$ cat config.mk
export PLATFORM = sky130hd
export DESIGN_NAME = rpn_back
export DESIGN_NICKNAME = d
export VERILOG_FILES = /design/src/rpn_pkg.sv /design/src/rpn_ram.sv /design/src/rpn_back.sv
export VERILOG_INCLUDE_DIRS = /design/src /design/src/src
export SDC_FILE = /design/constraint.sdc
export NUM_CORES = 2
export LEC_CHECK = 0
export BUFFER_PORTS_ARGS = -buffer_cell sky130_fd_sc_hd__buf_2
export CAP_MARGIN = 20
export CELL_PAD_IN_SITES_DETAIL_PLACEMENT = 2
export CELL_PAD_IN_SITES_GLOBAL_PLACEMENT = 2
export CORE_ASPECT_RATIO = 1.5
export CORE_UTILIZATION = 47
export DETAILED_ROUTE_END_ITERATION = 16
export HOLD_SLACK_MARGIN = 0.06
export PLACE_DENSITY = 0.82
export RECOVER_POWER = 50
export SYNTH_ARGS = -nofsm -noshare
export SYNTH_HDL_FRONTEND = slang
export SYNTH_SLANG_ARGS = --single-unit
$ cat constraint.sdc
create_clock -name clock -period 12.82 [get_ports clock]
set_input_delay 0.641 -clock clock [delete_from_list [all_inputs] [get_ports clock]]
set_output_delay 0.641 -clock clock [all_outputs]
set_load 0.01 [all_outputs]
$ cat src/rpn_checked_integer_evaluator_defines.svh
// assertion macros for the rpn evaluator
// no dependencies
`ifndef RPN_CHECKED_INTEGER_EVALUATOR_DEFINES_SVH
`define RPN_CHECKED_INTEGER_EVALUATOR_DEFINES_SVH
`define RPN_ASSERT_IMPL(label, clk, rst, prop) \
   label: assert property (@(posedge clk) disable iff (rst) prop) else $error("%m failed");
`define RPN_ASSERT_NEVER(label, clk, rst, cond) \
   label: assert property (@(posedge clk) disable iff (rst) !(cond)) else $error("%m failed");
`endif

$ cat src/rpn_pkg.sv
// types and constants for the rpn evaluator
// no dependencies
package rpn_pkg;
   typedef struct packed {
      logic [7:0] ch;
      logic       last;
   } req_type;
   typedef struct packed {
      logic signed [63:0] result_value;
      logic [1:0]         status;
   } rsp_type;
   localparam logic [1:0] ST_OK = 2'd0;
   localparam logic [1:0] ST_INVALID = 2'd1;
   localparam logic [1:0] ST_OVERFLOW = 2'd2;
   localparam logic [1:0] ST_FULL = 2'd3;
   localparam logic [7:0] CH_SPACE = 8'h20;
   localparam logic [7:0] CH_PLUS = 8'h2b;
   localparam logic [7:0] CH_MINUS = 8'h2d;
   localparam logic [7:0] CH_STAR = 8'h2a;
   localparam logic [7:0] CH_SLASH = 8'h2f;
   localparam logic [7:0] CH_ZERO = 8'h30;
   localparam logic [63:0] INT_MAX_U = 64'h7fff_ffff_ffff_ffff;
   localparam logic [63:0] SIGN_BIT = 64'h8000_0000_0000_0000;
   // token kinds sent from front to back
   localparam logic [2:0] TK_NUM = 3'd0;
   localparam logic [2:0] TK_ERR = 3'd1;
   localparam logic [2:0] TK_ADD = 3'd2;
   localparam logic [2:0] TK_SUB = 3'd3;
   localparam logic [2:0] TK_MUL = 3'd4;
   localparam logic [2:0] TK_DIV = 3'd5;
   localparam logic [2:0] TK_END = 3'd6;
   typedef struct packed {
      logic [2:0]  kind;
      logic [63:0] value;
      logic [1:0]  err;
   } tok_type;
endpackage

$ cat src/rpn_ram.sv
// generic simple dual port ram (one write port, one read port) with registered read
// no dependencies
module rpn_ram #(
   parameter int WIDTH = 64,
   parameter int DEPTH = 32
) (
   input  logic                     clock,
   input  logic                     wr_en,
   input  logic [$clog2(DEPTH)-1:0] wr_addr,
   input  logic [WIDTH-1:0]         wr_data,
   input  logic [$clog2(DEPTH)-1:0] rd_addr,
   output logic [WIDTH-1:0]         rd_data
);
   logic [WIDTH-1:0] mem [DEPTH];
   always_ff @(posedge clock) begin
      if (wr_en) mem[wr_addr] <= wr_data;
      rd_data <= mem[rd_addr];
   end
endmodule

$ cat src/rpn_back.sv
// back end: operand stack, checked arithmetic, serial multiply and divide
// depends on rpn_pkg, rpn_ram, rpn_checked_integer_evaluator_defines.svh
`include "rpn_checked_integer_evaluator_defines.svh"
module rpn_back #(
   parameter int STACK_DEPTH = 32
) (
   input  logic             clock,
   input  logic             reset,
   input  logic             tok_valid,
   input  rpn_pkg::tok_type tok,
   output logic             tok_ready,
   output logic             rsp_valid,
   output rpn_pkg::rsp_type rsp_item,
   input  logic             rsp_ready
);
   import rpn_pkg::*;
   localparam int AW = $clog2(STACK_DEPTH);
   localparam int CW = $clog2(STACK_DEPTH + 1);
   localparam logic [2:0] S_IDLE = 3'd0;
   localparam logic [2:0] S_RD1 = 3'd1;
   localparam logic [2:0] S_RD2 = 3'd2;
   localparam logic [2:0] S_OP = 3'd3;
   localparam logic [2:0] S_ITER = 3'd4;
   localparam logic [2:0] S_WB = 3'd5;

   logic [2:0]    st_ff, st_in;
   logic [CW-1:0] cnt_ff, cnt_in;
   logic [1:0]    ls_ff, ls_in;
   logic [2:0]    op_ff, op_in;
   logic [63:0]   a_ff, a_in, b_ff, b_in;
   logic [63:0]   top_ff, top_in;
   logic          neg_ff, neg_in;
   logic [127:0]  acc_ff, acc_in;
   logic [63:0]   rem_ff, rem_in;
   logic [6:0]    it_ff, it_in;
   logic [63:0]   res_ff, res_in;
   logic          ov_ff, ov_in;
   logic          ov_ok_ff, ov_ok_in;
   logic          rv_ff, rv_in;
   rsp_type       r_ff, r_in;
   logic          wen;
   logic [AW-1:0] waddr, raddr;
   logic [63:0]   wdata, rdata;
   logic [63:0]   sum, dif, ma, mb, lim;
   logic [64:0]   trial;

   rpn_ram #(.WIDTH(64), .DEPTH(STACK_DEPTH)) u_stack (
      .clock(clock), .wr_en(wen), .wr_addr(waddr), .wr_data(wdata),
      .rd_addr(raddr), .rd_data(rdata)
   );

   assign tok_ready = st_ff == S_IDLE && (!rv_ff || rsp_ready || tok.kind != TK_END);
   assign rsp_valid = rv_ff;
   assign rsp_item = r_ff;
   assign sum = a_ff + b_ff;
   assign dif = a_ff - b_ff;
   assign ma = a_ff[63] ? 64'd0 - a_ff : a_ff;
   assign mb = b_ff[63] ? 64'd0 - b_ff : b_ff;
   assign trial = {rem_ff, acc_ff[63]} - {1'b0, mb};

   always_comb begin
      st_in = st_ff; cnt_in = cnt_ff; ls_in = ls_ff; op_in = op_ff;
      a_in = a_ff; b_in = b_ff; top_in = top_ff; neg_in = neg_ff;
      acc_in = acc_ff; rem_in = rem_ff; it_in = it_ff; res_in = res_ff;
      ov_in = ov_ff; ov_ok_in = ov_ok_ff;
      rv_in = rv_ff && !rsp_ready; r_in = r_ff;
      wen = 1'b0; waddr = cnt_ff[AW-1:0]; wdata = tok.value;
      // left operand address held through the S_RD1 and S_RD2 read states
      raddr = AW'(cnt_ff - CW'(2));
      lim = INT_MAX_U + {63'd0, neg_ff};
      case (st_ff)
         S_IDLE: begin
            if (tok_valid && tok_ready) begin
               if (tok.kind == TK_END) begin
                  rv_in = 1'b1;
                  r_in.status = (ls_ff == ST_OK && cnt_ff != CW'(1)) ? ST_INVALID : ls_ff;
                  r_in.result_value = top_ff;
                  if (r_in.status != ST_OK) r_in.result_value = '0;
                  cnt_in = '0; ls_in = ST_OK;
               end else if (ls_ff != ST_OK) begin
               end else if (tok.kind == TK_NUM) begin
                  if (cnt_ff >= CW'(STACK_DEPTH)) ls_in = ST_FULL;
                  else begin
                     wen = 1'b1;
                     cnt_in = cnt_ff + CW'(1);
                     top_in = tok.value;
                  end
               end else if (tok.kind == TK_ERR) ls_in = tok.err;
               else if (cnt_ff < CW'(2)) ls_in = ST_INVALID;
               else begin
                  op_in = tok.kind;
                  b_in = top_ff;
                  st_in = S_RD1;
               end
            end
         end
         S_RD1: st_in = S_RD2;
         S_RD2: begin
            a_in = rdata;
            st_in = S_OP;
         end
         S_OP: begin
            neg_in = a_ff[63] != b_ff[63];
            st_in = S_WB;
            ov_in = 1'b0;
            case (op_ff)
               TK_ADD: begin
                  res_in = sum;
                  ov_in = a_ff[63] == b_ff[63] && sum[63] != a_ff[63];
               end
               TK_SUB: begin
                  res_in = dif;
                  ov_in = a_ff[63] != b_ff[63] && dif[63] != a_ff[63];
               end
               TK_MUL: begin
                  acc_in = {64'd0, ma};
                  rem_in = '0; it_in = '0; ov_ok_in = 1'b0;
                  st_in = S_ITER;
               end
               default: begin
                  if (b_ff == 64'd0) begin
                     ls_in = ST_INVALID; st_in = S_IDLE;
                  end else if (a_ff == SIGN_BIT && b_ff == '1) begin
                     ls_in = ST_OVERFLOW; st_in = S_IDLE;
                  end else begin
                     acc_in = {64'd0, ma};
                     rem_in = '0; it_in = '0; ov_ok_in = 1'b1;
                     st_in = S_ITER;
                  end
               end
            endcase
         end
         S_ITER: begin
            it_in = it_ff + 7'd1;
            if (!ov_ok_ff) begin
               // shift and add, acc low holds multiplier bits
               if (acc_ff[0]) acc_in = {({1'b0, acc_ff[127:64]} + {1'b0, mb}), acc_ff[63:1]};
               else acc_in = {1'b0, acc_ff[127:1]};
            end else begin
               // restoring divide
               if (!trial[64]) begin
                  rem_in = trial[63:0];
                  acc_in = {64'd0, acc_ff[62:0], 1'b1};
               end else begin
                  rem_in = {rem_ff[62:0], acc_ff[63]};
                  acc_in = {64'd0, acc_ff[62:0], 1'b0};
               end
            end
            if (it_ff == 7'd63) st_in = S_WB;
         end
         S_WB: begin
            st_in = S_IDLE;
            if (op_ff == TK_MUL) begin
               ov_in = acc_ff[127:64] != 64'd0 || acc_ff[63:0] > lim;
               res_in = neg_ff ? 64'd0 - acc_ff[63:0] : acc_ff[63:0];
            end else if (op_ff == TK_DIV) begin
               res_in = neg_ff ? 64'd0 - acc_ff[63:0] : acc_ff[63:0];
            end
            if ((op_ff == TK_MUL) ?
                (acc_ff[127:64] != 64'd0 || acc_ff[63:0] > lim) : ov_ff)
               ls_in = ST_OVERFLOW;
            else begin
               wen = 1'b1;
               waddr = AW'(cnt_ff - CW'(2));
               wdata = (op_ff == TK_MUL || op_ff == TK_DIV) ?
                       (neg_ff ? 64'd0 - acc_ff[63:0] : acc_ff[63:0]) : res_ff;
               top_in = wdata;
               cnt_in = cnt_ff - CW'(1);
            end
         end
         default: st_in = S_IDLE;
      endcase
      if (st_ff == S_IDLE && cnt_in == CW'(1) && wen) top_in = wdata;
   end

   always_ff @(posedge clock) begin
      if (reset) begin
         st_ff <= S_IDLE; cnt_ff <= '0; ls_ff <= ST_OK; rv_ff <= 1'b0;
      end else begin
         st_ff <= st_in; cnt_ff <= cnt_in; ls_ff <= ls_in; rv_ff <= rv_in;
      end
      op_ff <= op_in; a_ff <= a_in; b_ff <= b_in; top_ff <= top_in;
      neg_ff <= neg_in; acc_ff <= acc_in; rem_ff <= rem_in; it_ff <= it_in;
      res_ff <= res_in; ov_ff <= ov_in; ov_ok_ff <= ov_ok_in; r_ff <= r_in;
   end

   `RPN_ASSERT_NEVER(a_cnt_range, clock, reset, cnt_ff > CW'(STACK_DEPTH))
   `RPN_ASSERT_IMPL(a_op_needs_two, clock, reset, (st_ff == S_RD1) |-> (cnt_ff >= CW'(2)))
   `RPN_ASSERT_IMPL(a_iter_bound, clock, reset, (st_ff == S_ITER) |-> (it_ff <= 7'd63))
endmodule

**Yosys cells after proc, flatten, opt, wreduce, memory -nomap -nowiden**

Memory sizes are Yosys's and may differ from the RTL's. A register that Yosys moved wholly into a read port is not among the register bits.
Cells that the tools add are included.

- Add/sub/neg operators: 12
- $lt $le $gt $ge: 3
- Equal/unequal tests: 48
- Mux-type cells: 86
- Bitwise gates (word level): 6
- Reduce and logical (&&, ||, !) cells: 37

Operator list:

| operator | number |
|---|---|
| $mux 64 | 19 |
| $pmux 64 s2 | 5 |
| $mux 128 | 4 |
| $pmux 128 s2 | 2 |
| $sub 1x64->64 const A | 3 |
| $eq 64x64->1 const B | 2 |
| $add 64x64->65 | 1 |
| $sub 65x64->65 | 1 |
| $add 63x1->64 const A | 1 |
| $add 64x64->64 | 1 |
| $gt 64x64->1 | 1 |
| $logic_not 64->1 | 1 |
| $reduce_bool 64->1 | 1 |
| $sub 64x64->64 | 1 |
| $mux 6 | 6 |
| $pmux 7 s2 | 2 |
| $mux 3 | 9 |
| $mux 2 | 12 |
| $ne 3x3->1 const B | 8 |
| $reduce_and 7->1 | 3 |
| $ne 2x2->1 const B | 10 |
| $eq 3x3->1 const B | 5 |
| $mux 1 | 15 |
| $pmux 3 s5 | 1 |
| 38 further kinds | 78 |

- Bits in registers: 539
- Memory bits (writable): 2,048
- Input port bits: 73
- Output and inout port bits: 68
- Logic and storage cells: 210
- Memories kept: 1

Memories:

| memory | depth | bits a word | read ports | clocked after memory_dff | wr ports | RTL line | RTL |
|---|---|---|---|---|---|---|---|
| u_stack.mem | 32 | 64 | 1 | 1 | 1 | rpn_ram.sv:14 | `logic [WIDTH-1:0] mem [DEPTH];` |

**Logic depth before layout (Yosys ltp)**

- Depth after elaboration: 12
- Gate-level depth with buffers: 26
- Gate-level depth less buffers: 23

**Modules after synthesis**

From an unflattened synthesis, not the netlist that was laid out.

- Cell total of the unflattened synthesis: 8,165
- Area, all modules: 123,317.0 sq um

Modules (own cells, without submodules):

| module | times used | cells an instance | area each (sq um) | seq. area each (sq um) |
|---|---|---|---|---|
| rpn_ram | 1 | 3,096 | 78,964.5 | 62,780.2 |
| rpn_back | 1 | 5,069 | 44,352.5 | 16,065.4 |

**Least setup slack after synthesis**

No wires, ideal clock.

- Path kind: register to register
- Start point: reg op_ff[1]
- End point: reg acc_ff[0] (enable)
- Setup time: 0.816 ns
- Data arrival time: 10.364 ns
- Required time: 12.004 ns
- Slack: 1.640 ns
- Stages on the path, launching flop included: 6
- Path buffers: 1
- Period minus slack after synthesis: 11.180 ns
- Cells stage by stage: edfxtp_1 > nand2b_1 > clkbuf_1 > nor2_1 > inv_1 > o21ai_0

- Word-level cells in the longest chain between the ends: 4
- Elaborated cells between the ends (all ways): 8
- Classes of those cells: eq/ne: 6; reduce/logical: 2

Ends and longest elaborated chain:

| element | RTL line | RTL |
|---|---|---|
| start: declaration | rpn_back.sv:29 | `logic [2:0] op_ff, op_in;` |
| start signal: assignment | rpn_back.sv:182 | `op_ff <= op_in; a_ff <= a_in; b_ff <= b_in; top_ff <= top_in;` |
| $eq 3x2->1 | rpn_back.sv:106 | `case (op_ff)` |
| $reduce_or 2->1 (no line) | - |  |
| $ne 2x2->1 (no line) | - |  |
| $reduce_and 4->1 (no line) (*) | - |  |
| end signal: assignment | rpn_back.sv:183 | `neg_ff <= neg_in; acc_ff <= acc_in; rem_ff <= rem_in; it_ff <= it_in;` |
| end: declaration | rpn_back.sv:33 | `logic [127:0] acc_ff, acc_in;` |

Mark *: on every way between the ends. The rest lies on a longest branch, timed or not.
A chain may end at the register's enable or synchronous reset.

**Final worst setup path**

- Start point: reg op_ff[1]
- End point: mem u_stack.mem[0][18], data pin

- Word-level cells in the longest chain between the ends: 5
- Elaborated cells between the ends (all ways): 7
- Classes of those cells: eq/ne: 2; mux: 4; reduce/logical: 1

Ends and longest elaborated chain:

| element | RTL line | RTL |
|---|---|---|
| $eq 3x3->1, on equally long branches | rpn_back.sv:159, rpn_back.sv:165 |  |
| $logic_or 1x1->1 | rpn_back.sv:165 | `wdata = (op_ff == TK_MUL \|\| op_ff == TK_DIV) ?` |
| $mux 64 | rpn_back.sv:165 |  |
| $mux 64 (*) | rpn_back.sv:159 | `if ((op_ff == TK_MUL) ?` |
| $mux 64 (*) | rpn_back.sv:71 | `case (st_ff)` |
| via u_stack.wr_data[18] | rpn_ram.sv:10 | `input logic [WIDTH-1:0] wr_data,` |
| end: declaration | rpn_ram.sv:14 |  |

Mark *: on every way through the listed nets, which the timed path passes. The rest lies on a longest branch.

==> reports/qor.yml <==
outcome:
  status: "complete, but fails checks"
  violations: "capacitance limit, slew limit"
critical_path:
  worstPathArrival_ns: 11.25
  cp-end-kind: "register"
  critical_path_required_ns: 12.82
  cp_max_fo: 62
  critical_path_class: "reg -> reg"
  cp-start-kind: "register"
power:
  p_clk_share_pct: 38.3
  internal_power_mw: 15.88
  power_density_nw_per_um2: 167.9
  vdd_drop_max_uv: 130.7
  p_seq_share_pct: 44.5
  p_leak_nw: 45.49
  total_power_mw: 23.10
  comb_power_share_pct: 17.3
  power.switching_mw: 7.222
  switching_share_pct: 31.26
clock_network:
  cts_setup_buffers: 0
  clk_pin_slew_ns: 0.07
  cts_tree: "done"
  clk_path_buf_depth: 4
  clkSinkCount: 2651
  cts_buffers: 272
  htree_levels: 5
  clk_latency_ns: 0.96
  clockRootBuffer: "clkbuf_16"
drt:
  avgViaCountPerCell: 7.340
  drt_iter0_markers: 12910
  wl_per_cell_um: 47.79
  routed_wl_mm: 574.9
  ant_nets: 0
  firstDrtPassIters: 7
  num_vias: 88310
  drcViolationCount: 0
sta:
  whs_ns: 0.08711
  finalCriticalPeriod_ns: 11.26
  finalSetupTns_ns: 0
  rsz0062_at_grt: "no"
  skew_ns: 0.08115
  slew_viol_final: 2406
  slew_headroom_pct: -253.7
  tightest_slew_ns: 5.250
  timing.final.ws_setup_ns: 1.564
  fmax_mhz: 88.84
  finalHoldViolations: 0
  finalCritPeriodShare_pct: 87.80
  setup_viol: 0
die:
  die_area_sq_um: 263300
  die_height_um: 628.0
  fp.coreArea_sq_um: 259600
  io_pins: 141
  initial_utilization_pct: 47.30
  dieWidth_um: 419.3
  row_count: 229
synth:
  synthTopCellsByArea: "edfxtp_1 63%, mux4_2 12%, ha_1 3.4%"
  synthCells: 8087
  ys_dominant_reg_cell: "edfxtp_1"
  synth_top_area_share_pct: 62.97
  synth_enable_flop_cells: 2575
  async_flop_share_pct: 0
  synth_top_area_cell: "edfxtp_1"
  avgSynthCellArea_sq_um: 15.18
  syn-cell-area_sq_um: 122800
  synth_seq_cells: 2651
  synth_cell_types: 93
  ys_warn_count: 0
  synth.net_count: 8494
  yosysSeqAreaShare_pct: 64.21
place:
  place_hpwl_mm: 331.0
  pre_cts_ws_ns: 4.131
  portBuffers: 140
  placed_cell_area_sq_um: 128900
  gp_congestion: 0.9682
finish:
  fin_area_sq_um: 137600
  seqCellArea_sq_um: 78850
  area_growth_pct: 12.02
  drive_above_1_share_pct: 16.30
  nets: 8720
  fillCellCount: 23260
  multi_input_area_sq_um: 41790
global_route:
  grt_start_max_net_pins: 177
  first_global_vias: 88910
  grt_antenna_before_repair: 84
  grt_first_pass_wirelength_mm: 741.9
  grt.overflow.total: 0
  grt_usage_pct: 40.63
hold_path:
  hold_class: "in -> reg"
run:
  maxCapViolations: 71
-- area by class of cell --
class / count / area share, %
flip-flops and latches: 2651 / 57.32
multi-input cells: 4756 / 30.38
clock buffers: 325 / 5.228
well taps: 3465 / 3.152
repair buffers: 375 / 1.869
clock inverters: 153 / 1.255
inverters: 257 / 0.7013
diodes: 49 / 0.08914
-- worst paths after layout --
| path | startpoint | to | slack, ns | cells after the start |
|---|---|---|---|---|
| worst max-delay path | op_ff[1] | u_stack.mem[0][18] | 1.56 | 5 |
| worst min register to register | u_stack.rd_data[62] | a_ff[62] | 0.40 | 0 |
| worst min-delay path | tok[59] | top_ff[57] | 0.09 | 3 |
| worst max register to register | op_ff[1] | u_stack.mem[0][18] | 1.56 | 5 |
-- stage by stage --
stage	std cells	utilization [%]
2_1_floorplan	8087	-
3_3_place_gp	11460	49.47
3_5_place_dp	11480	49.64
4_1_cts	11970	53.13
5_1_grt	12000	52.96
6_report	12030	52.99
-- sequential cells by signal, summed over array words and instances (netlist names) --
name,cells
acc_ff,128
it_ff,7
top_ff,64
u_stack.mem,2048
neg_ff,1
ov_ok_ff,1
cnt_ff,6
a_ff,64
rem_ff,64
b_ff,64
ls_ff,2
rsp_valid,1
res_ff,64
op_ff,3
st_ff,3
rsp_item,66
ov_ff,1
u_stack.rd_data,64
-- cell families (layout without fill, tap and decap cells) --
| kind of cell | count (synthesis) | in the layout | synth area share (%) |
|---|---|---|---|
| XOR/XNOR | 363 | 363 | 2.589 |
| multiplexers | 834 | 834 | 13.37 |
| adder cells (fa/ha/maj) | 334 | 334 | 3.428 |
| AO/OA/AOI/OAI | 1610 | 1610 | 7.992 |
| other | 0 | 49 | 0 |
| AND/OR/NAND/NOR | 1615 | 1615 | 6.326 |
| flip-flops | 2651 | 2651 | 64.21 |
| buffers and inverters | 680 | 1110 | 2.080 |
-- worst max-delay path, cell delays in order, from the launching register on --
cell and delay, ns:
edfxtp_1 0.49, nand2b_1 0.83, clkbuf_1 1.89, clkbuf_1 2.62, a21oi_1 0.62, o21ai_0 3.75
-- cells in the final DEF, fill, tap and decap left out, drive strengths merged, types with 19 or more instances in the layout --
master and n:
a21o 143, a21oi 528, o41ai 27, inv 267
o31ai 81, xnor2 264, o21a 36, o211ai 20
ha 330, mux2i 142, nor2b 40, or4 24
edfxtp 2575, and3 24, buf 218, mux2 52
nor2 441, diode 49, nand2 469, nor3 77
nor4 69, mux4 640, bufinv 34, xor2 99
nand2b 42, clkbuf 469, dfxtp 76, a31oi 46
or3 56, and2 87, o21ai 458, clkinv 94
nand4 101, o21bai 69, or2 19, a211oi 45
nand3 129
-- timing repair --
item / 4_1_cts / 5_1_grt
gates resized for setup: 0 / 0
hold buffers: 13 / 0
hold endpoints to repair: 13 / 0
-- per-layer routing --
layer,global-route usage [%],share of wire (%)
met1,49.30,34
met2,65.88,47
met3,7.972,11
met4,27.00,8.7
met5,0,0.074
-- synthesized netlist by cell type, drive strengths merged (14+ instances only) --
master	n
xnor2	264
a211oi	45
a21oi	528
xor2	99
edfxtp	2575
nand4	101
nand2b	42
nand2	469
or3	56
o21a	36
o31ai	81
nor2b	40
or2	19
a21boi	14
mux2i	142
mux4	640
o21ai	458
o21bai	69
buf	47
and2	87
o211ai	20
nor4	69
a21o	143
inv	257
o22ai	15
nand3	129
nor3	77
a31oi	46
dfxtp	76
clkbuf	376
ha	330
o41ai	27
o31a	15
and3	24
mux2	52
nor2	441
or4	24
-- power groups by stage --
stage / clock network, mW / logic, mW / registers (mW)
after floorplan: 0 / 2.27 / 10.2
after global placement: 0 / 3.35 / 10.3
after detailed placement: 0 / 3.61 / 10.4
after CTS: 8.59 / 3.79 / 10.2
after global routing: 9.01 / 4.08 / 10.2
final: 8.84 / 3.99 / 10.3
Note: power is estimated with default switching activity, not from simulation.
