## src/rpn_checked_integer_evaluator_defines.svh

```systemverilog
// assertion macros for the rpn evaluator
// no dependencies
`ifndef RPN_CHECKED_INTEGER_EVALUATOR_DEFINES_SVH
`define RPN_CHECKED_INTEGER_EVALUATOR_DEFINES_SVH
`define RPN_ASSERT_IMPL(label, clk, rst, prop) \
   label: assert property (@(posedge clk) disable iff (rst) prop) else $error("%m failed");
`define RPN_ASSERT_NEVER(label, clk, rst, cond) \
   label: assert property (@(posedge clk) disable iff (rst) !(cond)) else $error("%m failed");
`endif

```

## src/rpn_pkg.sv

```systemverilog
// types and constants for the rpn evaluator
// no dependencies
package rpn_pkg;
   typedef struct packed {
      logic [7:0] ch;
      logic       last;
   } req_type;
   typedef struct packed {
      logic signed [63:0] result_value;
      logic [1:0]         status;
   } rsp_type;
   localparam logic [1:0] ST_OK = 2'd0;
   localparam logic [1:0] ST_INVALID = 2'd1;
   localparam logic [1:0] ST_OVERFLOW = 2'd2;
   localparam logic [1:0] ST_FULL = 2'd3;
   localparam logic [7:0] CH_SPACE = 8'h20;
   localparam logic [7:0] CH_PLUS = 8'h2b;
   localparam logic [7:0] CH_MINUS = 8'h2d;
   localparam logic [7:0] CH_STAR = 8'h2a;
   localparam logic [7:0] CH_SLASH = 8'h2f;
   localparam logic [7:0] CH_ZERO = 8'h30;
   localparam logic [63:0] INT_MAX_U = 64'h7fff_ffff_ffff_ffff;
   localparam logic [63:0] SIGN_BIT = 64'h8000_0000_0000_0000;
   // token kinds sent from front to back
   localparam logic [2:0] TK_NUM = 3'd0;
   localparam logic [2:0] TK_ERR = 3'd1;
   localparam logic [2:0] TK_ADD = 3'd2;
   localparam logic [2:0] TK_SUB = 3'd3;
   localparam logic [2:0] TK_MUL = 3'd4;
   localparam logic [2:0] TK_DIV = 3'd5;
   localparam logic [2:0] TK_END = 3'd6;
   typedef struct packed {
      logic [2:0]  kind;
      logic [63:0] value;
      logic [1:0]  err;
   } tok_type;
endpackage

```

## src/rpn_queue.sv

```systemverilog
// two entry token queue between front and back
// depends on rpn_pkg
module rpn_queue (
   input  logic             clock,
   input  logic             reset,
   input  logic             in_valid,
   input  rpn_pkg::tok_type in_tok,
   output logic             in_ready,
   output logic             out_valid,
   output rpn_pkg::tok_type out_tok,
   input  logic             out_ready
);
   import rpn_pkg::*;
   tok_type    q_ff [2];
   logic [1:0] cnt_ff;
   logic       rp_ff, wp_ff;
   logic       wr, rd;
   assign in_ready = cnt_ff != 2'd2;
   assign out_valid = cnt_ff != 2'd0;
   assign out_tok = q_ff[rp_ff];
   assign wr = in_valid && in_ready;
   assign rd = out_valid && out_ready;
   always_ff @(posedge clock) begin
      if (reset) begin
         cnt_ff <= '0; rp_ff <= 1'b0; wp_ff <= 1'b0;
      end else begin
         cnt_ff <= cnt_ff + {1'b0, wr} - {1'b0, rd};
         if (wr) wp_ff <= !wp_ff;
         if (rd) rp_ff <= !rp_ff;
      end
      if (wr) q_ff[wp_ff] <= in_tok;
   end
endmodule

```

## config.mk

```make
export PLATFORM = sky130hd
export DESIGN_NAME = rpn_queue
export DESIGN_NICKNAME = d
export VERILOG_FILES = /design/src/rpn_checked_integer_evaluator_defines.svh /design/src/rpn_pkg.sv /design/src/rpn_queue.sv
export SDC_FILE = /design/constraint.sdc
export NUM_CORES = 1
export LEC_CHECK = 0
export BUFFER_PORTS_ARGS = -buffer_cell sky130_fd_sc_hd__clkbuf_2
export CAP_MARGIN = 40
export CORE_ASPECT_RATIO = 1.4
export CORE_MARGIN = 10
export CORE_UTILIZATION = 35
export CTS_CLUSTER_SIZE = 20
export DETAILED_ROUTE_END_ITERATION = 12
export MAX_ROUTING_LAYER = met4
export SLEW_MARGIN = 40
export SYNTH_ARGS = -nofsm -noshare
export SYNTH_HDL_FRONTEND = slang
export SYNTH_SLANG_ARGS = --single-unit
```

## constraint.sdc

```tcl
create_clock -name clock -period 2.56 [get_ports clock]
set_input_delay 0.512 -clock clock [delete_from_list [all_inputs] [get_ports clock]]
set_output_delay 0.512 -clock clock [all_outputs]
set_load 0.005 [all_outputs]
```

; ---- Word level (Yosys, flattened, before mapping)
; Memories as Yosys holds them, arrays and structs flattened. A register that Yosys moved wholly into a read port is not among the register bits.
; Cells that the tools add are included.
[totals]
regBits = 4
mem_bits_rw = 138
out_inout_bits = 71
word_cells = 16
n_memories = 1
[classes]
addsub = 2
eq_ne = 1
muxes = 4
n_reduce_logical = 5
[memory_table]
columns = memory, depth, word_bits, read_ports, rd_ports_with_merged_regs, write_ports, line
row1 = q_ff, 2, 69, 1, 1, 1, rpn_queue.sv:14  ; tok_type q_ff [2];
[op_table]
columns = operator, count
row1 = $mux 1, 4
row2 = $add 2x1->2, 1
row3 = $logic_and 1x1->1, 2
row4 = $logic_not 1->1, 2
row5 = $ne 2x2->1 const B, 1
row6 = $reduce_bool 2->1, 1
row7 = $sub 2x1->2, 1

; ---- Depth between registers and ports, before layout
; Gate-level depths: netlist of run 1.
[depth]
ltp_word = 4
ltp_mapped = 6

; ---- Worst setup path after synthesis of run 1
; Ideal clock, no wire load.
[synth_path]
path_kind = register to register
startpoint = reg cnt_ff[0]
endpoint = mem q_ff[1][0] in the netlist's numbering (enable)
t_arrival_ns = 2.255
required_time_ns = 2.125
setup_slack_ns = -0.130
path_stages_with_launch = 3
n_path_buf = 0
synth_period_minus_slack_ns = 2.690
path_cell_list = dfxtp_1 > nand2b_1 > and3_1
[synth_via]
elab_chain_cells = 4
[synth_rtl]
columns = item, line
row1 = "start, declared", rpn_queue.sv:15  ; logic [1:0] cnt_ff;
row2 = "start signal, assigned", rpn_queue.sv:27  ; cnt_ff <= cnt_ff + {1'b0, wr} - {1'b0, rd};
row3 = $ne 2x2->1, rpn_queue.sv:18  ; assign in_ready = cnt_ff != 2'd2;
row4 = via in_ready, rpn_queue.sv:8  ; output logic in_ready,
row5 = $logic_and 1x1->1, rpn_queue.sv:21  ; assign wr = in_valid && in_ready;
row6 = $mux 1, rpn_queue.sv:31  ; if (wr) q_ff[wp_ff] <= in_tok;
row7 = $mux 1 (implied by the code), rpn_queue.sv:31
row8 = "end, declared", rpn_queue.sv:14
; The timed path passes the listed nets, and every way through them passes these cells.

==> parameters.txt, run 1 <==
Parameter                              Value

Setup path
  Endpoint class of the critical path    output pin
  Critical path required time    2.05 ns
  Crit path kind    register to output pin
  Worst-path fanout max    23
  Kind of start point of the critical path    register
  Worst endpoint data arrival time    1.81 ns

Drt
  DR WL/cell    18.9 µm
  Total detailed-routing wirelength    11.5 mm
  Router iterations before antenna repair    4
  Total DRC errors in the routed layout    0
  Count of routing violations after the opening detailed-route iteration    108
  Antenna viol nets, final    0
  Detail-routed via count per cell    4.51
  Vias    2745

Synth
  Netlist area before placement    5260 µm²
  Number of flops mapped to enable cells by yosys    138
  Top FF cell, synth    sky130_fd_sc_hd__edfxtp_1
  Number of warnings issued by yosys    0
  Library cells used by synthesis    24
  Count of mapped cells out of synthesis    244
  Seq cells post-synth    143
  Sequential element share of the synthesized area    0.807
  Net count after synthesis    318
  Synthesized area per cell    21.5 µm²
  Async set-or-reset flop fraction in the synthesized netlist    0

Job
  Number of violations of the max-capacitance limit    0

Placement
  Final HPWL from detailed placement    8.26 mm
  Routability-driven placement congestion ratio    0.759
  Count of input and output buffers    143
  Place WS    0.628 ns

Layout
  Multi-input combinational cell area    956 µm²
  Fraction of layout cells with a size suffix above 1    0.612
  Total of fill cells in the finished design    1306
  Area taken by flip-flops and latches    4250 µm²
  Layout overhead on the synthesized area    30.5%
  Layout net count    479

Clock tree
  Later-pin clock latency in the skew report    0.40 ns
  Post-cts hold buffer count    0
  Buffers inserted by post-CTS timing repair    0
  Clock-pin transition on the worst setup and hold timing paths    0.06 ns
  Clock Tree Buf Depth    2
  CTS root buffer    sky130_fd_sc_hd__clkbuf_16
  TritonCTS buffer count    17
  CTS tree    built
  Level count of the clock H-tree    4
  CTS-repair resized insts    0
  Number of sinks on the clock net    143

Floorplan
  Horizontal extent of the die    124 µm
  Die area    20400 µm²
  Standard-cell rows    52
  Chip height    165 µm
  Starting Density    0.361
  CORE AREA    14600 µm²
  Io pins    144

Hold path
  Worst hold path type    input port to register

STA
  Total count of hold-check failures in the final report    0
  Normalized max-slew margin    0.630
  Final clock period utilization by the worst path    0.908
  Aggregate negative setup slack    0 ns
  Unrepaired setup endpoints after global routing    no
  Setup-failing EPs final    0
  Max-slew violation count    0
  Shortest clock period the worst path allows after layout    2.32 ns
  Post-route clock skew    0.00510 ns
  Minimum hold slack    0.291 ns
  Maximum operating frequency    430 MHz
  Worst slew pin tran    0.555 ns
  Worst-case setup margin in the final layout    0.235 ns

Global route
  Total congestion overflow after global routing    0
  Number of antenna violations at the first check in global routing    2
  Global-route wire length before repair    16.5 mm
  Global-route usage over all layers    0.115
  Pin count of the biggest net entering global routing    41
  Vias in the first global route    2950

Status
  Outcome    completed

Pwr
  Static leakage    0.00260 µW
  Worst-case vdd ir drop    0.000449 V
  Areal power density over the cells    962 nW/µm²
## stage by stage
step | utilization | power, µW | cells | area [µm²]
finish | 0.471 | 6600 | 608 | 6860
detailed placement | 0.428 | 4140 | 575 | 6240
CTS | 0.470 | 6710 | 606 | 6850
floorplan | - | 3620 | 244 | 5260
global placement | 0.428 | 4110 | 575 | 6240
global route | 0.471 | 6900 | 608 | 6860
## worst max-delay path, cell delays in order (launching register included)
cell	delay [ns]
sky130_fd_sc_hd__dfxtp_4	0.58
sky130_fd_sc_hd__buf_4	0.33
sky130_fd_sc_hd__mux2_2	0.37
sky130_fd_sc_hd__clkbuf_2	0.11
## Yosys cell counts (2+ instances only)
cell,number,area share
sky130_fd_sc_hd__edfxtp_1,138,0.79
sky130_fd_sc_hd__mux2_2,63,0.13
sky130_fd_sc_hd__mux2_4,6,0.017
sky130_fd_sc_hd__buf_2,5,0.0048
sky130_fd_sc_hd__dfxtp_1,5,0.019
sky130_fd_sc_hd__nor2_1,4,0.0029
sky130_fd_sc_hd__buf_6,3,0.0064
sky130_fd_sc_hd__and3_1,2,0.0024
sky130_fd_sc_hd__nor2b_1,2,0.0024
sky130_fd_sc_hd__o21ai_0,2,0.0019
## layout by cell type, fill, tap and decap left out, types with 2 or more instances in the layout
| cell | instances |
|---|---|
| sky130_fd_sc_hd__buf_12 | 2 |
| sky130_fd_sc_hd__clkinv_4 | 2 |
| sky130_fd_sc_hd__nor2_1 | 4 |
| sky130_fd_sc_hd__bufinv_16 | 4 |
| sky130_fd_sc_hd__inv_6 | 2 |
| sky130_fd_sc_hd__clkinvlp_4 | 3 |
| sky130_fd_sc_hd__clkbuf_16 | 17 |
| sky130_fd_sc_hd__nor2b_1 | 2 |
| sky130_fd_sc_hd__dfxtp_1 | 4 |
| sky130_fd_sc_hd__mux2_4 | 6 |
| sky130_fd_sc_hd__buf_4 | 5 |
| sky130_fd_sc_hd__o21ai_0 | 2 |
| sky130_fd_sc_hd__clkinv_2 | 2 |
| sky130_fd_sc_hd__edfxtp_1 | 138 |
| sky130_fd_sc_hd__mux2_2 | 63 |
| sky130_fd_sc_hd__diode_2 | 2 |
| sky130_fd_sc_hd__clkbuf_2 | 143 |
## layout make-up
class | instances | area share
sequential | 143 | 0.619
multi-input combinational | 92 | 0.139
timing repair buffer | 150 | 0.116
clock buffer | 18 | 0.0626
tap | 189 | 0.0345
clock inverter | 13 | 0.0274
antenna | 2 | 0.000730
inverter | 1 | 0.000547
## metal layers
metal | wire (µm) | track usage | up-vias
li1 | - | - | 1298
met1 | 3900 | 0.103 | 1366
met2 | 6750 | 0.208 | 70
met3 | 651 | 0.0410 | 11
met4 | 164 | 0.0531 | 0
met5 | 0 | - | -
## cell families (layout without fill, tap and decap cells)
kind of cell             count (synthesis)  in the layout  share of synthesized area
buffers and inverters                    9            182                     0.0119
AND/OR/NAND/NOR                         15             15                     0.0164
adder cells (fa/ha/maj)                  1              1                    0.00238
AO/OA/AOI/OAI                            6              6                    0.00833
flip-flops                             143            143                      0.807
multiplexers                            69             69                      0.152
other                                    0              2                          0
XOR/XNOR                                 1              1                    0.00167
## where the power goes
part	internal [µW]	switching, µW	total, µW	leakage, µW
Sequential	2850	111	2960	0.00133
Clock	1630	918	2550	0.000293
Combinational	589	507	1100	0.000975
Total	5060	1540	6600	0.00260
## sequential cells by signal (all words and copies together) (netlist names), named ones only
| name | flops |
|---|---|
| rp_ff | 1 |
| q_ff | 138 |
| cnt_ff | 2 |
| wp_ff | 1 |
## final timing paths
check	depth (start not counted)	slack [ns]	startpoint	to
setup / recovery	3	0.24	register	out_tok[16]
hold / removal	1	0.29	in_tok[57]	q_ff[1][57]$_DFFE_PP_
setup reg to reg	3	0.85	cnt_ff[0]$_SDFF_PP0_	q_ff[1][24]$_DFFE_PP_
hold reg to reg	2	0.51	rp_ff$_SDFFE_PP0P_	rp_ff$_SDFFE_PP0P_
(Power assumes the default switching activity.)
==> run 2: changes to the inputs <==
==> constraint.sdc (replaced) <==
create_clock -name clock -period 2.6 [get_ports clock]
set_input_delay 0.52 -clock clock [delete_from_list [all_inputs] [get_ports clock]]
set_output_delay 0.52 -clock clock [all_outputs]
set_load 0.005 [all_outputs]
==> run 2 against run 1 <==
Net effect: clock skew rose by 0.0026 ns; core utilization fell by 0.086 points; count of clock-buffer cells in the layout did not move; worst setup slack gained 0.075 ns; flip-flop and latch count unchanged; non-clock buffer count grew 1; sequential power is 2% lower; final cell count shrank 0.16%; routed wire length is 0.30% higher; power down 3.4%; clock power down 7%; critical endpoint is now out_tok[37]; largest power group unchanged.
==> parameters.txt, run 2 (same netlist as run 1, synthesis figures left out) <==
Parameter                              Value

Global route
  Global-route wire length before repair    16.9 mm (+2.7%)
  Total congestion overflow after global routing    0 (unchanged)
  Vias in the first global route    3128 (+6.0%)
  Number of antenna violations at the first check in global routing    1 (-1)
  Global-route usage over all layers    0.116 (+0.00114)
  Pin count of the biggest net entering global routing    29 (-29%)

Clock tree
  CTS-repair resized insts    0 (unchanged)
  CTS tree    built
  Level count of the clock H-tree    4 (unchanged)
  Clock Tree Buf Depth    2 (unchanged)
  Post-cts hold buffer count    0 (unchanged)
  CTS root buffer    sky130_fd_sc_hd__clkbuf_16
  Number of sinks on the clock net    143 (unchanged)
  TritonCTS buffer count    17 (unchanged)
  Clock-pin transition on the worst setup and hold timing paths    0.06 ns (about the same)
  Buffers inserted by post-CTS timing repair    0 (unchanged)
  Later-pin clock latency in the skew report    0.40 ns (about the same)

Pwr
  Switching power total    1480 µW (-3.3%)
  Static leakage    0.00260 µW (about the same)
  Areal power density over the cells    931 nW/µm² (-3.2%)
  Power share of the sequential group    0.457 (+0.009)
  Proportion of power drawn by the clock network    0.370 (-0.016)
  Tot Pwr    6370 µW (-3.4%)
  Proportion of total power due to net switching    0.233 (about the same)
  Internal    4890 µW (-3.5%)
  Comb pwr share    0.173 (+0.007)
  Worst-case vdd ir drop    0.000490 V (+9.0%)

Placement
  Place WS    0.712 ns (+0.0839 ns)
  Final HPWL from detailed placement    8.36 mm (+1.3%)
  Placed cell count    576 (+0.17%)
  Routability-driven placement congestion ratio    0.760 (+0.12%)
  Count of input and output buffers    143 (unchanged)

Hold path
  Worst hold path type    input port to register
  Hold_sp    in_tok[12]

Drt
  DR WL/cell    19.0 µm (+0.46%)
  Router iterations before antenna repair    4 (unchanged)
  Total detailed-routing wirelength    11.5 mm (+0.30%)
  Count of routing violations after the opening detailed-route iteration    122 (+13%)
  Antenna viol nets, final    0 (unchanged)
  Detail-routed via count per cell    4.54 (+0.53%)
  Vias    2755 (+0.36%)
  Total DRC errors in the routed layout    0 (unchanged)

Layout
  Max FFs per register    138 (unchanged)
  Layout overhead on the synthesized area    30.2%
  Commonest cells after routing, fill and taps aside    sky130_fd_sc_hd__clkbuf_2 (143), sky130_fd_sc_hd__edfxtp_1 (138), sky130_fd_sc_hd__mux2_2 (63)
  Fraction of layout cells with a size suffix above 1    0.607 (-0.00480)
  Most common cell after layout, fill and taps aside    sky130_fd_sc_hd__clkbuf_2
  Layout net count    480 (+0.21%)
  Post-route non-filler standard cell count    607 (-0.16%)
  Register containing the most flip-flops in the final layout    q_ff
  Largest registers in the final layout    q_ff x138, cnt_ff x2
  Finished Core Util    0.470 (-0.000859)

STA
  Normalized max-slew margin    0.695 (+0.0646)
  Worst slew pin tran    0.458 ns (-0.0976 ns)
  Post-route clock skew    0.00770 ns (+0.00259 ns)
  Setup-failing EPs final    0 (unchanged)
  Shortest clock period the worst path allows after layout    2.29 ns
  Aggregate negative setup slack    0 ns (unchanged)
  Maximum operating frequency    437 MHz
  Total count of hold-check failures in the final report    0 (unchanged)
  Max-slew violation count    0 (unchanged)
  Unrepaired setup endpoints after global routing    no
  Worst-case setup margin in the final layout    0.310 ns (+0.0745 ns)
  Final clock period utilization by the worst path    0.881

Setup path
  Worst endpoint data arrival time    1.77 ns (-0.04 ns)
  Endpoint class of the critical path    output pin
  Kind of start point of the critical path    register
  Startpoint of the lowest-slack register-to-register path    cnt_ff[0]$_SDFF_PP0_
  Critical path required time    2.08 ns (+0.03 ns)
  Worst-path fanout max    23 (unchanged)
  Crit path kind    register to output pin

Floorplan
  Chip height    165 µm (unchanged)
  Standard-cell rows    52 (unchanged)
  Starting Density    0.361 (unchanged)
  Io pins    144 (unchanged)
  Die area    20400 µm² (unchanged)
  Horizontal extent of the die    124 µm (unchanged)
  CORE AREA    14600 µm² (unchanged)

Status
  Outcome    completed

Job
  Number of violations of the max-capacitance limit    0 (unchanged)
## run 2: path summary, 6_finish.rpt
check / end / slack, ns / cells after the start
worst max-delay path: out_tok[37] / 0.31 / 3
worst min-delay path: q_ff[0][12]$_DFFE_PP_ / 0.31 / 1
worst max register to register: q_ff[0][2]$_DFFE_PP_ / 0.82 / 4
worst min register to register: register / 0.50 / 2
## run 2: per-stage QoR
step | instance area (µm²) | hold WS, ns
6_report | 6850 | 0.309
5_1_grt | 6850 | 0.283
4_1_cts | 6840 | 0.286
3_5_place_dp | 6270 | 0.493
3_3_place_gp | 6270 | 0.491
2_1_floorplan | 5260 | 0.472
## run 2: metal layers
layer,vias up,global-route usage,part of all wire
li1,1296,-,-
met1,1375,0.102,0.33
met2,73,0.218,0.60
met3,11,0.0376,0.053
met4,0,0.0478,0.016
met5,-,-,0
## run 2: final cells by class
class / count / area (µm²)
clock inverter: 12 / 145
clock buffer: 18 / 429
inverter: 1 / 3.75
sequential: 143 / 4250
fill: 1289 / 7730
tap: 189 / 236
timing repair buffer: 151 / 826
antenna: 1 / 2.50
multi-input combinational: 92 / 956
## run 2: worst max-delay path, stage by stage (launching register included)
cell and delay (ns):
sky130_fd_sc_hd__dfxtp_4 0.58, sky130_fd_sc_hd__buf_4 0.31, sky130_fd_sc_hd__mux2_2 0.36, sky130_fd_sc_hd__clkbuf_2 0.12
## run 2: power groups by stage
stage | sequential, µW | combinational (µW) | clock, µW
CTS | 2920 | 1140 | 2420
detailed placement | 2960 | 1140 | 0
global placement | 2950 | 1120 | 0
finish | 2910 | 1100 | 2360
floorplan | 2900 | 665 | 0
global route | 2940 | 1220 | 2520
==> run 3: changes to the inputs <==
--- a/config.mk
+++ b/config.mk
@@ -10,6 +10,7 @@
 export CORE_ASPECT_RATIO = 1.4
 export CORE_MARGIN = 10
 export CORE_UTILIZATION = 35
+export CTS_BUF_LIST = sky130_fd_sc_hd__clkbuf_4
 export CTS_CLUSTER_SIZE = 20
 export DETAILED_ROUTE_END_ITERATION = 12
 export MAX_ROUTING_LAYER = met4
==> run 3 against run 2 <==
Net effect: global-route usage fell by 0.090 points; non-clock buffer count did not move; clock power decreased by 41%; clock skew grew 0.0085 ns; worst setup slack lost 0.11 ns; register-to-register slack barely moved; first-iteration DRC count up 23%; flip-flop and latch count stayed put; die area is the same; sequential power is essentially flat; final area decreased by 4.3%; count of clock-buffer cells in the layout stayed put; largest cell class unchanged.
==> parameters.txt, run 3 (same netlist as run 1, synthesis figures left out) <==
Parameter                              Value

Drt
  Router iterations before antenna repair    4 (unchanged)
  DR WL/cell    18.6 µm (-1.8%)
  Detail-routed via count per cell    4.53 (-0.24%)
  Antenna viol nets, final    0 (unchanged)
  Total DRC errors in the routed layout    0 (unchanged)
  Vias    2753 (-0.073%)
  Total detailed-routing wirelength    11.3 mm (-1.6%)
  Count of routing violations after the opening detailed-route iteration    150 (+23%)

STA
  Shortest clock period the worst path allows after layout    2.40 ns (+0.110 ns)
  Aggregate negative setup slack    0 ns (unchanged)
  Unrepaired setup endpoints after global routing    no
  Post-route clock skew    0.0162 ns (+0.00851 ns)
  Setup-failing EPs final    0 (unchanged)
  Normalized max-slew margin    0.693 (-0.00124)
  Final clock period utilization by the worst path    0.923 (+0.0423)
  Max-slew violation count    0 (unchanged)
  Maximum operating frequency    417 MHz (-4.6%)
  Total count of hold-check failures in the final report    0 (unchanged)
  Worst slew pin tran    0.459 ns (+0.00185 ns)

Global route
  Pin count of the biggest net entering global routing    29 (unchanged)
  Total congestion overflow after global routing    0 (unchanged)
  Number of antenna violations at the first check in global routing    2 (+1)
  Global-route usage over all layers    0.115 (-0.000899)
  Vias in the first global route    3148 (+0.64%)
  Global-route wire length before repair    16.8 mm (-0.61%)

Clock tree
  TritonCTS buffer count    17 (unchanged)
  Clock Tree Buf Depth    2 (unchanged)
  CTS-repair resized insts    0 (unchanged)
  CTS tree    built
  Post-cts hold buffer count    0 (unchanged)
  Number of sinks on the clock net    143 (unchanged)
  CTS root buffer    sky130_fd_sc_hd__clkbuf_4
  Level count of the clock H-tree    4 (unchanged)
  Buffers inserted by post-CTS timing repair    0 (unchanged)
  Clock-pin transition on the worst setup and hold timing paths    0.12 ns (+0.06 ns)
  Later-pin clock latency in the skew report    0.49 ns (+0.09 ns)

Setup path
  Kind of start point of the critical path    register
  Crit path kind    register to output pin
  Worst-path fanout max    23 (unchanged)
  Setup slack, reg-to-reg    0.81 ns (about the same)
  Startpoint of the lowest-slack register-to-register path    cnt_ff[0]$_SDFF_PP0_
  Critical Path Slowest Stage Cell    sky130_fd_sc_hd__dfxtp_4
  Reg-to-reg endpoint    q_ff[0][2]$_DFFE_PP_
  Maximum cell stage delay along the critical path    0.60 ns (+0.02 ns)
  Endpoint class of the critical path    output pin
  Depth of the worst register-to-register path    4 (unchanged)
  Total buffers and inverters traversed by the critical path    2 (unchanged)
  Worst endpoint data arrival time    1.88 ns (+0.11 ns)
  List of cells traversed by the critical path    buf_4 > mux2_2 > clkbuf_2
  Critical path required time    2.08 ns (about the same)
  Kind of cell adding the most delay to the critical path    flip-flops

Hold path
  Worst hold path type    input port to register
  Worst hold path depth    1 (unchanged)
  End point of the worst hold path    q_ff[1][58]$_DFFE_PP_
  Hold_sp    in_tok[58]

Placement
  Instance area after placement    6270 µm² (unchanged)
  Routability-driven placement congestion ratio    0.760 (unchanged)
  Count of input and output buffers    143 (unchanged)
  Placed cell count    576 (unchanged)
  Final HPWL from detailed placement    8.36 mm (unchanged)

Layout
  Most common cell after layout, fill and taps aside    sky130_fd_sc_hd__clkbuf_2
  Final cell area excluding filler cells    6560 µm² (-4.3%)
  Commonest cells after routing, fill and taps aside    sky130_fd_sc_hd__clkbuf_2 (143), sky130_fd_sc_hd__edfxtp_1 (138), sky130_fd_sc_hd__mux2_2 (63)
  Register containing the most flip-flops in the final layout    q_ff
  Layout net count    480 (unchanged)
  Finished Core Util    0.450 (-0.0200)
  Fraction of layout cells with a size suffix above 1    0.609 (+0.00240)
  Layout overhead on the synthesized area    24.7%
  Max FFs per register    138 (unchanged)
  Post-route non-filler standard cell count    608 (+0.16%)
  Largest registers in the final layout    q_ff x138, cnt_ff x2
  Total of fill cells in the finished design    1317 (+2.2%)

Pwr
  Worst-case vdd ir drop    0.000372 V (-24%)
  Tot Pwr    5410 µW (-15%)
  Static leakage    0.00247 µW (-4.9%)
  Areal power density over the cells    825 nW/µm² (-11%)

Job
  Number of violations of the max-capacitance limit    0 (unchanged)

Floorplan
  Horizontal extent of the die    124 µm (unchanged)
  Starting Density    0.361 (unchanged)
  Die area    20400 µm² (unchanged)
  Io pins    144 (unchanged)
  Standard-cell rows    52 (unchanged)
  Chip height    165 µm (unchanged)
  CORE AREA    14600 µm² (unchanged)

Status
  Outcome    completed
==> run 3: changes by cell type in the layout (fill, tap and decap cells not counted), sizes merged <==
cell,delta
diode,+1
==> run 3: report_power, final <==
group	leakage (µW)	switching [µW]	total, µW	internal [µW]
Clock	0.000149	741	1400	661
Combinational	0.000988	502	1100	599
Sequential	0.00133	111	2900	2790
==> run 3: final cells by class <==
type	count	area, µm²	area share
tap	189	236	0.0361
multi-input combinational	92	956	0.146
timing repair buffer	151	826	0.126
clock buffer	18	135	0.0206
sequential	143	4250	0.648
clock inverter	12	145	0.0221
antenna	2	5.00	0.000764
inverter	1	3.75	0.000573
==> run 3: routing by layer <==
metal	GRT usage	up-vias	share of wire	routed length [µm]
li1	-	1297	-	-
met5	-	-	0	0
met1	0.101	1371	0.33	3770
met4	0.0536	0	0.020	227
met3	0.0355	15	0.054	609
met2	0.215	70	0.59	6710
==> run 3: how the worst max path moves through the flow <==
stage                               startpoint              endpoint  slack [ns]  cells after the start
final                                 register           out_tok[37]        0.20                      3
after global routing                  register           out_tok[12]        0.03                      3
after CTS                             register           out_tok[12]        0.11                      3
after detailed placement              register           out_tok[12]        0.71                      3
after global placement                in_valid  q_ff[0][6]$_DFFE_PP_        0.75                      4
after floorplan           cnt_ff[0]$_SDFF_PP0_  q_ff[0][0]$_DFFE_PP_        0.16                      3
==> run 3: worst register-to-register path, delay by kind of cell (launching register included) <==
kind / cells / cell delay, ns
simple gates: 2 / 0.38
flops: 1 / 0.44
buf+inv: 2 / 0.65
==> run 3: metrics by stage <==
| step | worst slack [ns] | hold slack, ns |
|---|---|---|
| after global routing | 0.0293 | 0.127 |
| after CTS | 0.114 | 0.143 |
| after detailed placement | 0.712 | 0.493 |
| after floorplan | 0.157 | 0.472 |
| after global placement | 0.752 | 0.491 |
| final | 0.200 | 0.205 |
